$ cat config.mk
export PLATFORM = sky130hd
export DESIGN_NAME = step_dir_pulse_generator_core_flat
export DESIGN_NICKNAME = d
export VERILOG_FILES = /design/src/sv/sdpg_pkg.sv /design/src/sv/sdpg_ifs.sv /design/src/sv/sdpg_lane.sv /design/src/sv/sdpg_merge.sv /design/src/sv/step_dir_pulse_generator_core.sv /design/src/flat_wrapper.sv
export SDC_FILE = /design/constraint.sdc
export NUM_CORES = 2
export LEC_CHECK = 0
export ABC_AREA = 1
export ABC_CLOCK_PERIOD_IN_PS = 8500
export BUFFER_PORTS_ARGS = -buffer_cell sky130_fd_sc_hd__buf_4
export CORE_ASPECT_RATIO = 1.2
export CORE_MARGIN = 3
export CORE_UTILIZATION = 26
export CTS_CLUSTER_DIAMETER = 120
export DETAILED_ROUTE_END_ITERATION = 8
export HOLD_SLACK_MARGIN = 0.08
export SYNTH_ARGS = -nofsm -noshare
export SYNTH_HDL_FRONTEND = slang
export SYNTH_SLANG_ARGS = --single-unit
$ cat constraint.sdc
create_clock -name i_clk -period 8.5 [get_ports i_clk]
set_input_delay 0.425 -clock i_clk [delete_from_list [all_inputs] [get_ports i_clk]]
set_output_delay 0.425 -clock i_clk [all_outputs]
set_load 0.02 [all_outputs]
$ cat src/sv/sdpg_pkg.sv
// ----------------------------------------------------------------------------
// sdpg_pkg
// shared types and constants for the step/direction pulse generator
// ----------------------------------------------------------------------------
package sdpg_pkg;

    localparam int MAX_AXES     = 4;
    localparam int POS_W        = 32;
    localparam int FIELD_W      = 16;
    localparam int CFG_W        = MAX_AXES * FIELD_W;
    localparam int CFG_IDX_W    = 2;

    localparam int AXES_DEF     = 4;
    localparam int STEP_BIT_DEF = 17;
    localparam int COUNT_W_DEF  = 16;

    localparam logic [CFG_W-1:0] CFG_RESET = 64'h0001_0001_0001_0001;

    // register indexes of the configuration port
    typedef enum logic [CFG_IDX_W-1:0] {
        CFG_STEP_WIDTHS = 2'd0,
        CFG_DIR_SETUPS  = 2'd1,
        CFG_HOLD_TIMES  = 2'd2
    } t_cfg_idx;

    // per-axis timing settings, one 16-bit field each
    typedef struct packed {
        logic [FIELD_W-1:0] step_width;
        logic [FIELD_W-1:0] dir_setup;
        logic [FIELD_W-1:0] hold_time;
    } t_lane_cfg;

    // what one axis lane reports for the current transaction
    typedef struct packed {
        logic             step;
        logic             dir;
        logic [POS_W-1:0] position;
    } t_lane_out;

endpackage

$ cat src/sv/sdpg_ifs.sv
// ----------------------------------------------------------------------------
// sdpg channel interfaces
// valid/ready channels for velocity ticks and step/dir results
// ----------------------------------------------------------------------------
interface sdpg_in_if;
    logic               valid;
    logic               ready;
    logic signed [31:0] velocity_0;
    logic signed [31:0] velocity_1;
    logic signed [31:0] velocity_2;
    logic signed [31:0] velocity_3;

    modport source (output valid, velocity_0, velocity_1, velocity_2, velocity_3,
                    input ready);
    modport sink   (input valid, velocity_0, velocity_1, velocity_2, velocity_3,
                    output ready);
endinterface

interface sdpg_out_if;
    logic        valid;
    logic        ready;
    logic [3:0]  step_pins;
    logic [3:0]  dir_pins;
    logic [31:0] position_0;
    logic [31:0] position_1;
    logic [31:0] position_2;
    logic [31:0] position_3;

    modport source (output valid, step_pins, dir_pins, position_0, position_1,
                    position_2, position_3, input ready);
    modport sink   (input valid, step_pins, dir_pins, position_0, position_1,
                    position_2, position_3, output ready);
endinterface

$ cat src/sv/sdpg_lane.sv
// ----------------------------------------------------------------------------
// sdpg_lane
// one axis: position accumulator, step pulse, direction hold and setup
// ----------------------------------------------------------------------------
module sdpg_lane #(
    parameter int STEP_BIT = sdpg_pkg::STEP_BIT_DEF,
    parameter int COUNT_W  = sdpg_pkg::COUNT_W_DEF
) (
    input  logic                              i_clk,
    input  logic                              i_rst_n,
    input  logic                              i_adv,
    input  logic signed [sdpg_pkg::POS_W-1:0] i_velocity,
    input  sdpg_pkg::t_lane_cfg               i_cfg,
    output sdpg_pkg::t_lane_out               o_res
);
    import sdpg_pkg::*;

    logic [POS_W-1:0]   r_acc,   n_acc;
    logic               r_last,  n_last;
    logic [COUNT_W-1:0] r_pulse, n_pulse;
    logic [COUNT_W-1:0] r_setup, n_setup;
    logic [COUNT_W-1:0] r_hold,  n_hold;
    logic               r_dir,   n_dir;

    logic [COUNT_W-1:0] setup_dec;
    logic [COUNT_W-1:0] pulse_ld;
    logic [COUNT_W-1:0] hold_ld;
    logic               step_ready;
    logic               fire;
    logic               vel_neg;
    logic               vel_pos;
    logic               step_on;

    always_comb begin
        setup_dec  = (r_setup != '0) ? r_setup - 1'b1 : '0;
        step_ready = r_acc[STEP_BIT] != r_last;
        vel_neg    = i_velocity[POS_W-1];
        vel_pos    = !vel_neg && (i_velocity != '0);

        // pending step waits out the direction setup with the accumulator frozen
        n_acc = (setup_dec != '0 && step_ready) ? r_acc : r_acc + $unsigned(i_velocity);
        fire  = (setup_dec == '0) && step_ready;

        n_last   = fire ? n_acc[STEP_BIT] : r_last;
        pulse_ld = fire ? i_cfg.step_width[COUNT_W-1:0] : r_pulse;
        hold_ld  = fire ? i_cfg.hold_time[COUNT_W-1:0]  : r_hold;

        n_setup = setup_dec;
        n_dir   = r_dir;
        n_hold  = hold_ld;
        if (hold_ld != '0) begin
            n_hold = hold_ld - 1'b1;
        end else if (vel_pos && r_dir) begin
            n_setup = i_cfg.dir_setup[COUNT_W-1:0];
            n_dir   = 1'b0;
        end else if (vel_neg && !r_dir) begin
            n_setup = i_cfg.dir_setup[COUNT_W-1:0];
            n_dir   = 1'b1;
        end

        step_on = pulse_ld != '0;
        n_pulse = step_on ? pulse_ld - 1'b1 : pulse_ld;
    end

    always_ff @(posedge i_clk) begin
        if (!i_rst_n) begin
            r_acc   <= '0;
            r_last  <= 1'b0;
            r_pulse <= '0;
            r_setup <= '0;
            r_hold  <= '0;
            r_dir   <= 1'b0;
        end else if (i_adv) begin
            r_acc   <= n_acc;
            r_last  <= n_last;
            r_pulse <= n_pulse;
            r_setup <= n_setup;
            r_hold  <= n_hold;
            r_dir   <= n_dir;
        end
    end

    assign o_res.step     = step_on;
    assign o_res.dir      = n_dir;
    assign o_res.position = n_acc;

endmodule

$ cat src/sv/sdpg_merge.sv
// ----------------------------------------------------------------------------
// sdpg_merge
// packs the lane results into the result register and drives the channel
// ----------------------------------------------------------------------------
module sdpg_merge (
    input  logic                i_clk,
    input  logic                i_rst_n,
    input  logic                i_load,
    input  sdpg_pkg::t_lane_out i_lanes [sdpg_pkg::MAX_AXES],
    output logic                o_can_load,
    sdpg_out_if.source          o_res
);
    import sdpg_pkg::*;

    logic                r_valid;
    logic [MAX_AXES-1:0] r_step;
    logic [MAX_AXES-1:0] r_dir;
    logic [POS_W-1:0]    r_pos [MAX_AXES];
    logic                n_valid;

    // result register frees up in the same cycle its transaction is taken
    assign o_can_load = !r_valid || o_res.ready;

    always_comb begin
        n_valid = r_valid;
        if (i_load) begin
            n_valid = 1'b1;
        end else if (o_res.ready) begin
            n_valid = 1'b0;
        end
    end

    always_ff @(posedge i_clk) begin
        if (!i_rst_n) begin
            r_valid <= 1'b0;
        end else begin
            r_valid <= n_valid;
        end
    end

    always_ff @(posedge i_clk) begin
        if (i_load) begin
            for (int a = 0; a < MAX_AXES; a++) begin
                r_step[a] <= i_lanes[a].step;
                r_dir[a]  <= i_lanes[a].dir;
                r_pos[a]  <= i_lanes[a].position;
            end
        end
    end

    assign o_res.valid      = r_valid;
    assign o_res.step_pins  = r_step;
    assign o_res.dir_pins   = r_dir;
    assign o_res.position_0 = r_pos[0];
    assign o_res.position_1 = r_pos[1];
    assign o_res.position_2 = r_pos[2];
    assign o_res.position_3 = r_pos[3];

endmodule

$ cat src/sv/step_dir_pulse_generator_core.sv
// ----------------------------------------------------------------------------
// step_dir_pulse_generator_core
// four-axis step/direction pulse generator driven by per-tick velocities
// ----------------------------------------------------------------------------
// Each input transaction is one tick carrying a signed velocity per axis; the
// block answers with exactly one result transaction holding the step and
// direction pin levels and the four position accumulators after that tick.
// One tick is taken every clock cycle unless a result stalls: all axis lanes
// update side by side in the accepting cycle (a 32-bit accumulator add plus
// three 16-bit counters per lane set that path), the result is registered,
// and the output register can be refilled as it is taken. Axes at or above
// AXES read as zero. Timing registers must be written on the plain write
// port while no tick is in flight (unchecked); a write to index 3 is ignored.
// ----------------------------------------------------------------------------
module step_dir_pulse_generator_core #(
    parameter int AXES     = sdpg_pkg::AXES_DEF,
    parameter int STEP_BIT = sdpg_pkg::STEP_BIT_DEF,
    parameter int COUNT_W  = sdpg_pkg::COUNT_W_DEF
) (
    input  logic                           i_clk,
    input  logic                           i_rst_n,
    input  logic                           i_cfg_we,
    input  logic [sdpg_pkg::CFG_IDX_W-1:0] i_cfg_idx,
    input  logic [sdpg_pkg::CFG_W-1:0]     i_cfg_data,
    sdpg_in_if.sink                        i_vel,
    sdpg_out_if.source                     o_res
);
    import sdpg_pkg::*;

    logic [CFG_W-1:0]   r_step_widths;
    logic [CFG_W-1:0]   r_dir_setups;
    logic [CFG_W-1:0]   r_hold_times;

    logic               can_load;
    logic               adv;
    logic signed [POS_W-1:0] vel [MAX_AXES];
    t_lane_out          lanes [MAX_AXES];

    always_ff @(posedge i_clk) begin
        if (!i_rst_n) begin
            r_step_widths <= CFG_RESET;
            r_dir_setups  <= CFG_RESET;
            r_hold_times  <= CFG_RESET;
        end else if (i_cfg_we) begin
            unique case (t_cfg_idx'(i_cfg_idx))
                CFG_STEP_WIDTHS: r_step_widths <= i_cfg_data;
                CFG_DIR_SETUPS:  r_dir_setups  <= i_cfg_data;
                CFG_HOLD_TIMES:  r_hold_times  <= i_cfg_data;
                default: ;
            endcase
        end
    end

    assign i_vel.ready = can_load;
    assign adv         = i_vel.valid && can_load;

    assign vel[0] = i_vel.velocity_0;
    assign vel[1] = i_vel.velocity_1;
    assign vel[2] = i_vel.velocity_2;
    assign vel[3] = i_vel.velocity_3;

    for (genvar a = 0; a < MAX_AXES; a++) begin : g_lane
        if (a < AXES) begin : g_on
            t_lane_cfg lane_cfg;

            assign lane_cfg.step_width = r_step_widths[a*FIELD_W +: FIELD_W];
            assign lane_cfg.dir_setup  = r_dir_setups[a*FIELD_W +: FIELD_W];
            assign lane_cfg.hold_time  = r_hold_times[a*FIELD_W +: FIELD_W];

            sdpg_lane #(
                .STEP_BIT (STEP_BIT),
                .COUNT_W  (COUNT_W)
            ) u_lane (
                .i_clk      (i_clk),
                .i_rst_n    (i_rst_n),
                .i_adv      (adv),
                .i_velocity (vel[a]),
                .i_cfg      (lane_cfg),
                .o_res      (lanes[a])
            );
        end else begin : g_off
            assign lanes[a] = '0;
        end
    end

    sdpg_merge u_merge (
        .i_clk      (i_clk),
        .i_rst_n    (i_rst_n),
        .i_load     (adv),
        .i_lanes    (lanes),
        .o_can_load (can_load),
        .o_res      (o_res)
    );

    // every accepted tick leaves a result waiting
    a_tick_gives_result: assert property (@(posedge i_clk) disable iff (!i_rst_n)
        i_vel.valid && i_vel.ready |=> o_res.valid)
        else $error("accepted tick produced no result");

    // a stalled result must not be overwritten by a new tick
    a_no_overwrite: assert property (@(posedge i_clk) disable iff (!i_rst_n)
        o_res.valid && !o_res.ready |-> !(i_vel.valid && i_vel.ready))
        else $error("tick accepted while result stalled");

    a_reset_empty: assert property (@(posedge i_clk)
        !i_rst_n |=> !o_res.valid)
        else $error("result valid straight after reset");

endmodule

$ cat src/flat_wrapper.sv
// flat-port wrapper written by rule: the top's interface ports become plain ports
module step_dir_pulse_generator_core_flat import sdpg_pkg::*;
#(
    parameter int AXES     = sdpg_pkg::AXES_DEF,
    parameter int STEP_BIT = sdpg_pkg::STEP_BIT_DEF,
    parameter int COUNT_W  = sdpg_pkg::COUNT_W_DEF
)
  (i_clk, i_rst_n, i_cfg_we, i_cfg_idx, i_cfg_data, i_vel_valid, i_vel_velocity_0, i_vel_velocity_1, i_vel_velocity_2, i_vel_velocity_3, i_vel_ready, o_res_valid, o_res_step_pins, o_res_dir_pins, o_res_position_0, o_res_position_1, o_res_position_2, o_res_position_3, o_res_ready);
  sdpg_in_if i_vel_i ();
  sdpg_out_if o_res_i ();
  input  logic i_clk;
  input  logic i_rst_n;
  input  logic i_cfg_we;
  input  logic [sdpg_pkg::CFG_IDX_W-1:0] i_cfg_idx;
  input  logic [sdpg_pkg::CFG_W-1:0] i_cfg_data;
  input wire logic [$bits(i_vel_i.valid)-1:0] i_vel_valid;
  input wire logic [$bits(i_vel_i.velocity_0)-1:0] i_vel_velocity_0;
  input wire logic [$bits(i_vel_i.velocity_1)-1:0] i_vel_velocity_1;
  input wire logic [$bits(i_vel_i.velocity_2)-1:0] i_vel_velocity_2;
  input wire logic [$bits(i_vel_i.velocity_3)-1:0] i_vel_velocity_3;
  output wire logic [$bits(i_vel_i.ready)-1:0] i_vel_ready;
  output wire logic [$bits(o_res_i.valid)-1:0] o_res_valid;
  output wire logic [$bits(o_res_i.step_pins)-1:0] o_res_step_pins;
  output wire logic [$bits(o_res_i.dir_pins)-1:0] o_res_dir_pins;
  output wire logic [$bits(o_res_i.position_0)-1:0] o_res_position_0;
  output wire logic [$bits(o_res_i.position_1)-1:0] o_res_position_1;
  output wire logic [$bits(o_res_i.position_2)-1:0] o_res_position_2;
  output wire logic [$bits(o_res_i.position_3)-1:0] o_res_position_3;
  input wire logic [$bits(o_res_i.ready)-1:0] o_res_ready;
  assign i_vel_i.valid = i_vel_valid;
  assign i_vel_i.velocity_0 = i_vel_velocity_0;
  assign i_vel_i.velocity_1 = i_vel_velocity_1;
  assign i_vel_i.velocity_2 = i_vel_velocity_2;
  assign i_vel_i.velocity_3 = i_vel_velocity_3;
  assign i_vel_ready = i_vel_i.ready;
  assign o_res_valid = o_res_i.valid;
  assign o_res_step_pins = o_res_i.step_pins;
  assign o_res_dir_pins = o_res_i.dir_pins;
  assign o_res_position_0 = o_res_i.position_0;
  assign o_res_position_1 = o_res_i.position_1;
  assign o_res_position_2 = o_res_i.position_2;
  assign o_res_position_3 = o_res_i.position_3;
  assign o_res_i.ready = o_res_ready;
  step_dir_pulse_generator_core #(.AXES(AXES), .STEP_BIT(STEP_BIT), .COUNT_W(COUNT_W)) u_core (.i_clk(i_clk), .i_rst_n(i_rst_n), .i_cfg_we(i_cfg_we), .i_cfg_idx(i_cfg_idx), .i_cfg_data(i_cfg_data), .i_vel(i_vel_i), .o_res(o_res_i));
endmodule
=== Word level (Yosys, flattened, before mapping) ===
Memories as Yosys holds them, arrays and structs flattened.
Cells that the tools add are included.

* Word-level logic and storage cells: 169
* Output and inout bits: 138
* Bits in writable memories: 128
* Register bits: 529
* Memories kept: 1
* Bits of input ports: 199

* Reductions and logical operators: 64
* Equal/unequal tests: 6
* Mux-type cells: 52
* $add $sub $neg: 16

{| class="wikitable"
|+ Memories
! name !! words !! bits a word !! read ports !! clocked after Yosys merged registers in !! write ports !! RTL line !! source
|-
| u_core.u_merge.r_pos || 4 || 32 || 4 || 0 || 4 || sdpg_merge.sv:18 || <nowiki>logic [POS_W-1:0] r_pos [MAX_AXES];</nowiki>
|}

{| class="wikitable"
|+ Operators with widths
! kind !! number
|-
| 16-bit two-way mux || 32
|-
| 16-bit nonzero test || 16
|-
| 16-bit by 1-bit subtractor with 16-bit output, second input constant || 12
|-
| 32-bit adder || 4
|-
| 32-bit two-way mux || 4
|-
| 32-bit nonzero test || 4
|-
| 16-bit zero test || 4
|-
| 1-bit logical AND || 21
|-
| 1-bit two-way mux || 16
|-
| 2-bit AND reduction || 7
|-
| 1-bit zero test || 9
|-
| 1-bit != test || 4
|-
| 2-bit by 1-bit == test with 1-bit output, second input constant || 1
|-
| 2-bit == test, second input constant || 1
|-
| 2-bit zero test || 1
|-
| 2-bit nonzero test || 1
|-
| 1-bit logical OR || 1
|}

=== Logic depth before layout (Yosys ltp) ===
* Depth after elaboration: 7
* Depth in mapped cells: 26
* Gate-level depth less buffers: 24

=== Cells and area by module ===
Synthesis repeated with hierarchy kept, for this count alone.

* Cell total of the unflattened synthesis: 7082
* Area total of the unflattened synthesis: 45466.1 um^2

{| class="wikitable"
|+ By module, submodules not included
! module !! sequential area each (um^2) !! area each (um^2) !! times used !! cells each
|-
| sdpg_lane (u_core.g_lane[3].g_on.u_lane) || 1641.6 || 8409.3 || 1 || 1425
|-
| sdpg_lane (u_core.g_lane[2].g_on.u_lane) || 1641.6 || 8345.5 || 1 || 1430
|-
| sdpg_lane (u_core.g_lane[0].g_on.u_lane) || 1641.6 || 8313.0 || 1 || 1442
|-
| sdpg_lane (u_core.g_lane[1].g_on.u_lane) || 1641.6 || 8201.6 || 1 || 1430
|-
| step_dir_pulse_generator_core || 3843.7 || 8066.5 || 1 || 1213
|-
| sdpg_merge || 4103.9 || 4130.2 || 1 || 142
|}

=== Least setup slack after synthesis ===
No wires, ideal clock.

* Path kind: input -> register
* From: input o_res_ready
* To: register u_core.u_merge.r_dir[0] (netlist: u_core.u_merge.o_res.dir_pins[0]), enable pin
* Library setup time: 0.553 ns
* Buffers on the path: 4
* Setup slack: 2.428 ns
* Data required time: 7.947 ns
* Stages on the path: 8
* Arrival time: 5.519 ns
* Cells stage by stage: inv_1 > nand2_1 > nand2_1 > clkbuf_1 > inv_1 > clkbuf_1 > clkbuf_1 > clkbuf_1

* Longest elaborated chain between the ends: 2

{| class="wikitable"
|+ Ends and longest elaborated chain
! item !! RTL line !! source
|-
| from (decl) || flat_wrapper.sv:29 || <nowiki>input wire logic [$bits(o_res_i.ready)-1:0] o_res_ready;</nowiki>
|-
| 1-bit logical OR || sdpg_merge.sv:22 || <nowiki>assign o_can_load = !r_valid || o_res.ready;</nowiki>
|-
| net i_vel_ready || flat_wrapper.sv:21 || <nowiki>output wire logic [$bits(i_vel_i.ready)-1:0] i_vel_ready;</nowiki>
|-
| 1-bit logical AND || step_dir_pulse_generator_core.sv:55 || <nowiki>assign adv = i_vel.valid && can_load;</nowiki>
|-
| net u_core.adv || step_dir_pulse_generator_core.sv:35 || <nowiki>logic adv;</nowiki>
|-
| to (signal, indexed assignment) || sdpg_merge.sv:45 || <nowiki>r_dir[a] <= i_lanes[a].dir;</nowiki>
|-
| to (decl) || sdpg_merge.sv:17 || <nowiki>logic [MAX_AXES-1:0] r_dir;</nowiki>
|}

The timed path passes the listed nets, and every way through them passes these cells.
A chain may end at the register's enable or synchronous reset.

=== Final worst setup path ===
* From: register u_core.g_lane[2].g_on.u_lane.r_setup[0]
* To: register u_core.g_lane[2].g_on.u_lane.r_setup[15]

* Longest elaborated chain between the ends: 7
* Elaborated cells on any way between the ends: 10
* Classes of those cells: 1 x add/sub; 5 x mux; 4 x reduce/logical

{| class="wikitable"
|+ Ends and longest elaborated chain
! item !! RTL line !! source
|-
| from (decl) || sdpg_lane.sv:21 || <nowiki>logic [COUNT_W-1:0] r_setup, n_setup;</nowiki>
|-
| from (signal assigned) || sdpg_lane.sv:77 || <nowiki>r_setup <= n_setup;</nowiki>
|-
| 16-bit by 1-bit subtractor with 16-bit output or 16-bit nonzero test (tied branches) || sdpg_lane.sv:35 || <nowiki>setup_dec = (r_setup != '0) ? r_setup - 1'b1 : '0;</nowiki>
|-
| 16-bit two-way mux * || sdpg_lane.sv:35 ||
|-
| 16-bit zero test || sdpg_lane.sv:42 || <nowiki>fire = (setup_dec == '0) && step_ready;</nowiki>
|-
| 1-bit logical AND || sdpg_lane.sv:42 ||
|-
| 16-bit two-way mux || sdpg_lane.sv:46 || <nowiki>hold_ld = fire ? i_cfg.hold_time[COUNT_W-1:0] : r_hold;</nowiki>
|-
| 16-bit nonzero test || sdpg_lane.sv:51 || <nowiki>if (hold_ld != '0) begin</nowiki>
|-
| 16-bit two-way mux * || sdpg_lane.sv:51 ||
|}

Every way passes the cells marked *; elsewhere a longest branch is shown, timed or not.

==> results.ini <==
[routing]
firstDrtPassIters = 5
via_per_inst = 4.77
drc = 0
drtIter0Drc = 2554
finalWirelength_um = 147000
ant_nets = 0
vias = 43011
wire_per_inst_um = 16.3

[power_and_ir_drop]
leakage_nw = 23.9
clkPwrFrac_pct = 25.5
pwr_density_cell_nw_per_um2 = 292
peakVddDrop_v = 0.000214
combPwrFrac_pct = 47.1
switching_share_pct = 44.8
p_switching_mw = 6.58
power.internal_mw = 8.11
seqPwrFrac_pct = 27.3

[timing]
setup_viol = 0
hold_viol = 0
final_max_slew_viol_count = 0
rsz0062_at_grt = no
totalNegativeSetupSlack_ns = 0
fmaxAchievable_ghz = 0.210
period_needed_ns = 4.76
relSlewSlack_pct = 25.1
finalCritPeriodShare_pct = 56.0
finClkSkew_ns = 0.0285
tightest_slew_ns = 1.12

[critical_path]
crit_slowest_cell = nand3_1
required_ns = 9.12
path_class = reg2reg
arrival_ns = 5.37
critPathBufInv = 1
cpMostUsedCell = nand2_1
cp_slowest_stage_delay_ns = 0.74
cp_cell_sequence = inv_1 > ha_1 > nand2_2 > nor2_4 > nand2_4 > nand3_1 > nand2_1 > nor2_1 > nand2_1 > nor2_1 > nand3_1 > nand2_1 > nand2_1 > ha_1 > nand2_2 > nor2_8 > nand2_4 > nand2_1 > nand2_1 > nand2_1 > a21oi_1
cp_top_family = simple AND/OR/NAND/NOR gates
cp_max_fo = 27
worstSetupEndpointType = register
start_kind = register

[cts]
clock-sinks = 657
htreeDepth = 3
post-cts-setup-buffer-count = 0
clock_latency_ns = 0.70
cts_buffers = 82
clk_pin_slew_worst_paths_ns = 0.06
cts_tree = built
cts_buffer_depth = 3
cts_root_buf = clkbuf_16

[die]
initial_utilization_pct = 26.2
die_x_um = 376
rows = 162
core_um2 = 163000
die_h_um = 449
dieArea_um2 = 169000
io_pins = 337

[yosys]
synth-seq-cells = 657
synth_edf_count = 136
syn-num-nets = 6919
synthCells = 6576
yosys.area.top_type = dfxtp_1
synth_top_area_share_pct = 24.5
synthTopCellsByArea = dfxtp_1 (24%), nand2_1 (15%), edfxtp_1 (9.6%)
ys_async_sr_fraction_pct = 0
synth.distinct_cells = 51
syn-mean-instance-area_um2 = 6.48
synth_seq_area_share_pct = 34.1
yosys_warnings = 0
synth_area_um2 = 42600
synth_top_flop_cell = dfxtp_1

[layout]
area.growth.synth_to_final_pct = 18.2
fin_nets = 7155
drive_gt1_share_pct = 10.5
fin_util_pct = 31.0
fin_area_um2 = 50400

[global_routing]
grt_max_degree = 185
grt_first_pass_wirelength_um = 230000
grt_overflow = 0
antenna_found_initial = 8
grt_usage_pct = 16.9
grt_pass1_vias = 41328

[place]
gp_congestion = 0.906
dp_hpwl_um = 106000
placed_area_um2 = 46800
io_buffers = 336

[run_status]
status = finished, final reports clean

[run]
maxCapViolations = 0

[hold_path]
hold_class = in2reg

## worst reg2reg max path: stages (launching register included)
cell and delay [ns]:
dfxtp_1 0.32, inv_1 0.17, ha_1 0.25, nand2_2 0.14, nor2_4 0.17, nand2_4 0.17
nand3_1 0.20, nand2_1 0.06, nor2_1 0.08, nand2_1 0.06, nor2_1 0.67, nand3_1 0.74
nand2_1 0.20, nand2_1 0.20, ha_1 0.31, nand2_2 0.13, nor2_8 0.10, nand2_4 0.30
nand2_1 0.10, nand2_1 0.07, nand2_1 0.05, a21oi_1 0.17
## power by group through the flow
stage	sequential (mW)	combinational [mW]	clock, mW
floorplan	4.12	5.17	0
global placement	4.07	6.84	0
detailed placement	4.08	6.86	0
CTS	4.02	6.91	3.89
global route	4.07	7.88	3.98
finish	4.02	6.93	3.75
## synth_stat cells (42+ instances only)
library cell and n:
o21ai_0 717, nor2_2 55, edfxtp_1 136, ha_1 140, nand2_1 1667, inv_1 739
nor2_1 861, nand4_1 86, dfxtp_1 521, a21oi_1 472, xnor2_1 42, xor2_1 64
clkbuf_1 214, nand3_1 422
## worst paths after layout
| path | start | endpoint | slack (ns) | cells after the start |
|---|---|---|---|---|
| setup reg to reg | u_core.g_lane[2].g_on.u_lane.r_setup[0]$_SDFFE_PN0P_ | u_core.g_lane[2].g_on.u_lane.r_setup[15]$_SDFFE_PN0P_ | 3.74 | 21 |
| setup / recovery | u_core.g_lane[2].g_on.u_lane.r_setup[0]$_SDFFE_PN0P_ | u_core.g_lane[2].g_on.u_lane.r_setup[15]$_SDFFE_PN0P_ | 3.74 | 21 |
| hold reg to reg | u_core.r_hold_times[17]$_SDFFE_PN0P_ | u_core.r_hold_times[17]$_SDFFE_PN0P_ | 0.46 | 2 |
| hold / removal | i_vel_velocity_3[0] | u_core.u_merge.r_pos[3][0]$_DFFE_PP_ | 0.21 | 4 |
## final cells by class
class,count,area (µm²)
diodes,4,10.0
clock buffers,102,2220
clock inverters,52,644
fillers,17825,112000
inverters,747,2820
multi-input cells,4892,24100
flip-flops and latches,657,14500
well taps,2132,2670
repair buffers,432,3430
## per-layer routing
metal  GRT usage (%)  vias up  share of wire (%)
met5               0        -              0.016
met3            2.06      230                3.9
met1            20.5    19956                 43
met4            6.11        4                3.2
met2            30.3      915                 50
li1                -    21906                  -
## stage by stage
stage          instances  setup WS [ns]  total power [mW]  hold WS, ns
2_1_floorplan       6576           2.43              9.29        0.430
3_3_place_gp        8796           3.90              10.9        0.442
3_5_place_dp        8796           3.73              10.9        0.449
4_1_cts             9014           3.72              14.8        0.106
5_1_grt             9016           3.19              15.9        0.205
6_report            9018           3.74              14.7        0.208
## repair_timing
item / 4_1_cts / 5_1_grt
endpoints found under the hold margin: 185 / 0
hold buffers: 64 / 0
gates resized for setup: 0 / 0
## registers in the layout (all words and copies together) (netlist names)
signal	flops
u_core.g_lane.g_on.u_lane.r_pulse	64
u_core.u_merge.o_res.valid	1
u_core.u_merge.r_pos	128
u_core.r_dir_setups	64
u_core.g_lane.g_on.u_lane.r_last	4
u_core.u_merge.o_res.step_pins	4
u_core.u_merge.o_res.dir_pins	4
u_core.r_hold_times	64
u_core.g_lane.g_on.u_lane.r_acc	128
u_core.g_lane.g_on.u_lane.r_setup	64
u_core.g_lane.g_on.u_lane.r_dir	4
u_core.g_lane.g_on.u_lane.r_hold	64
u_core.r_step_widths	64
## layout by cell type, fill, tap and decap left out, drive strengths merged, types with 6 or more instances in the layout
master,instances
xor2,64
xnor2,42
dfxtp,521
a221oi,7
mux2,38
nor3,37
a31oi,40
or2,11
bufinv,10
dlygate4sd3,64
o21bai,15
clkinv,30
ha,140
nand3,428
inv,753
o21ai,757
nand4,89
o21a,14
clkbuf,102
nor4,38
o211ai,13
nand2,1716
edfxtp,136
nor2,938
buf,368
nand3b,8
clkinvlp,6
a21oi,476
## logic make-up (layout without fill, tap and decap cells)
group | Yosys count | count (layout) | share of synthesized area, %
simple gates | 3266 | 3266 | 32.5
compound gates | 1338 | 1338 | 16.3
buf+inv | 1027 | 1333 | 9.62
flops | 657 | 657 | 34.1
fa+ha+maj | 144 | 144 | 4.30
xor+xnor | 106 | 106 | 2.18
mux | 38 | 38 | 1.00
other cells | 0 | 4 | 0
(Power assumes the default switching activity.)
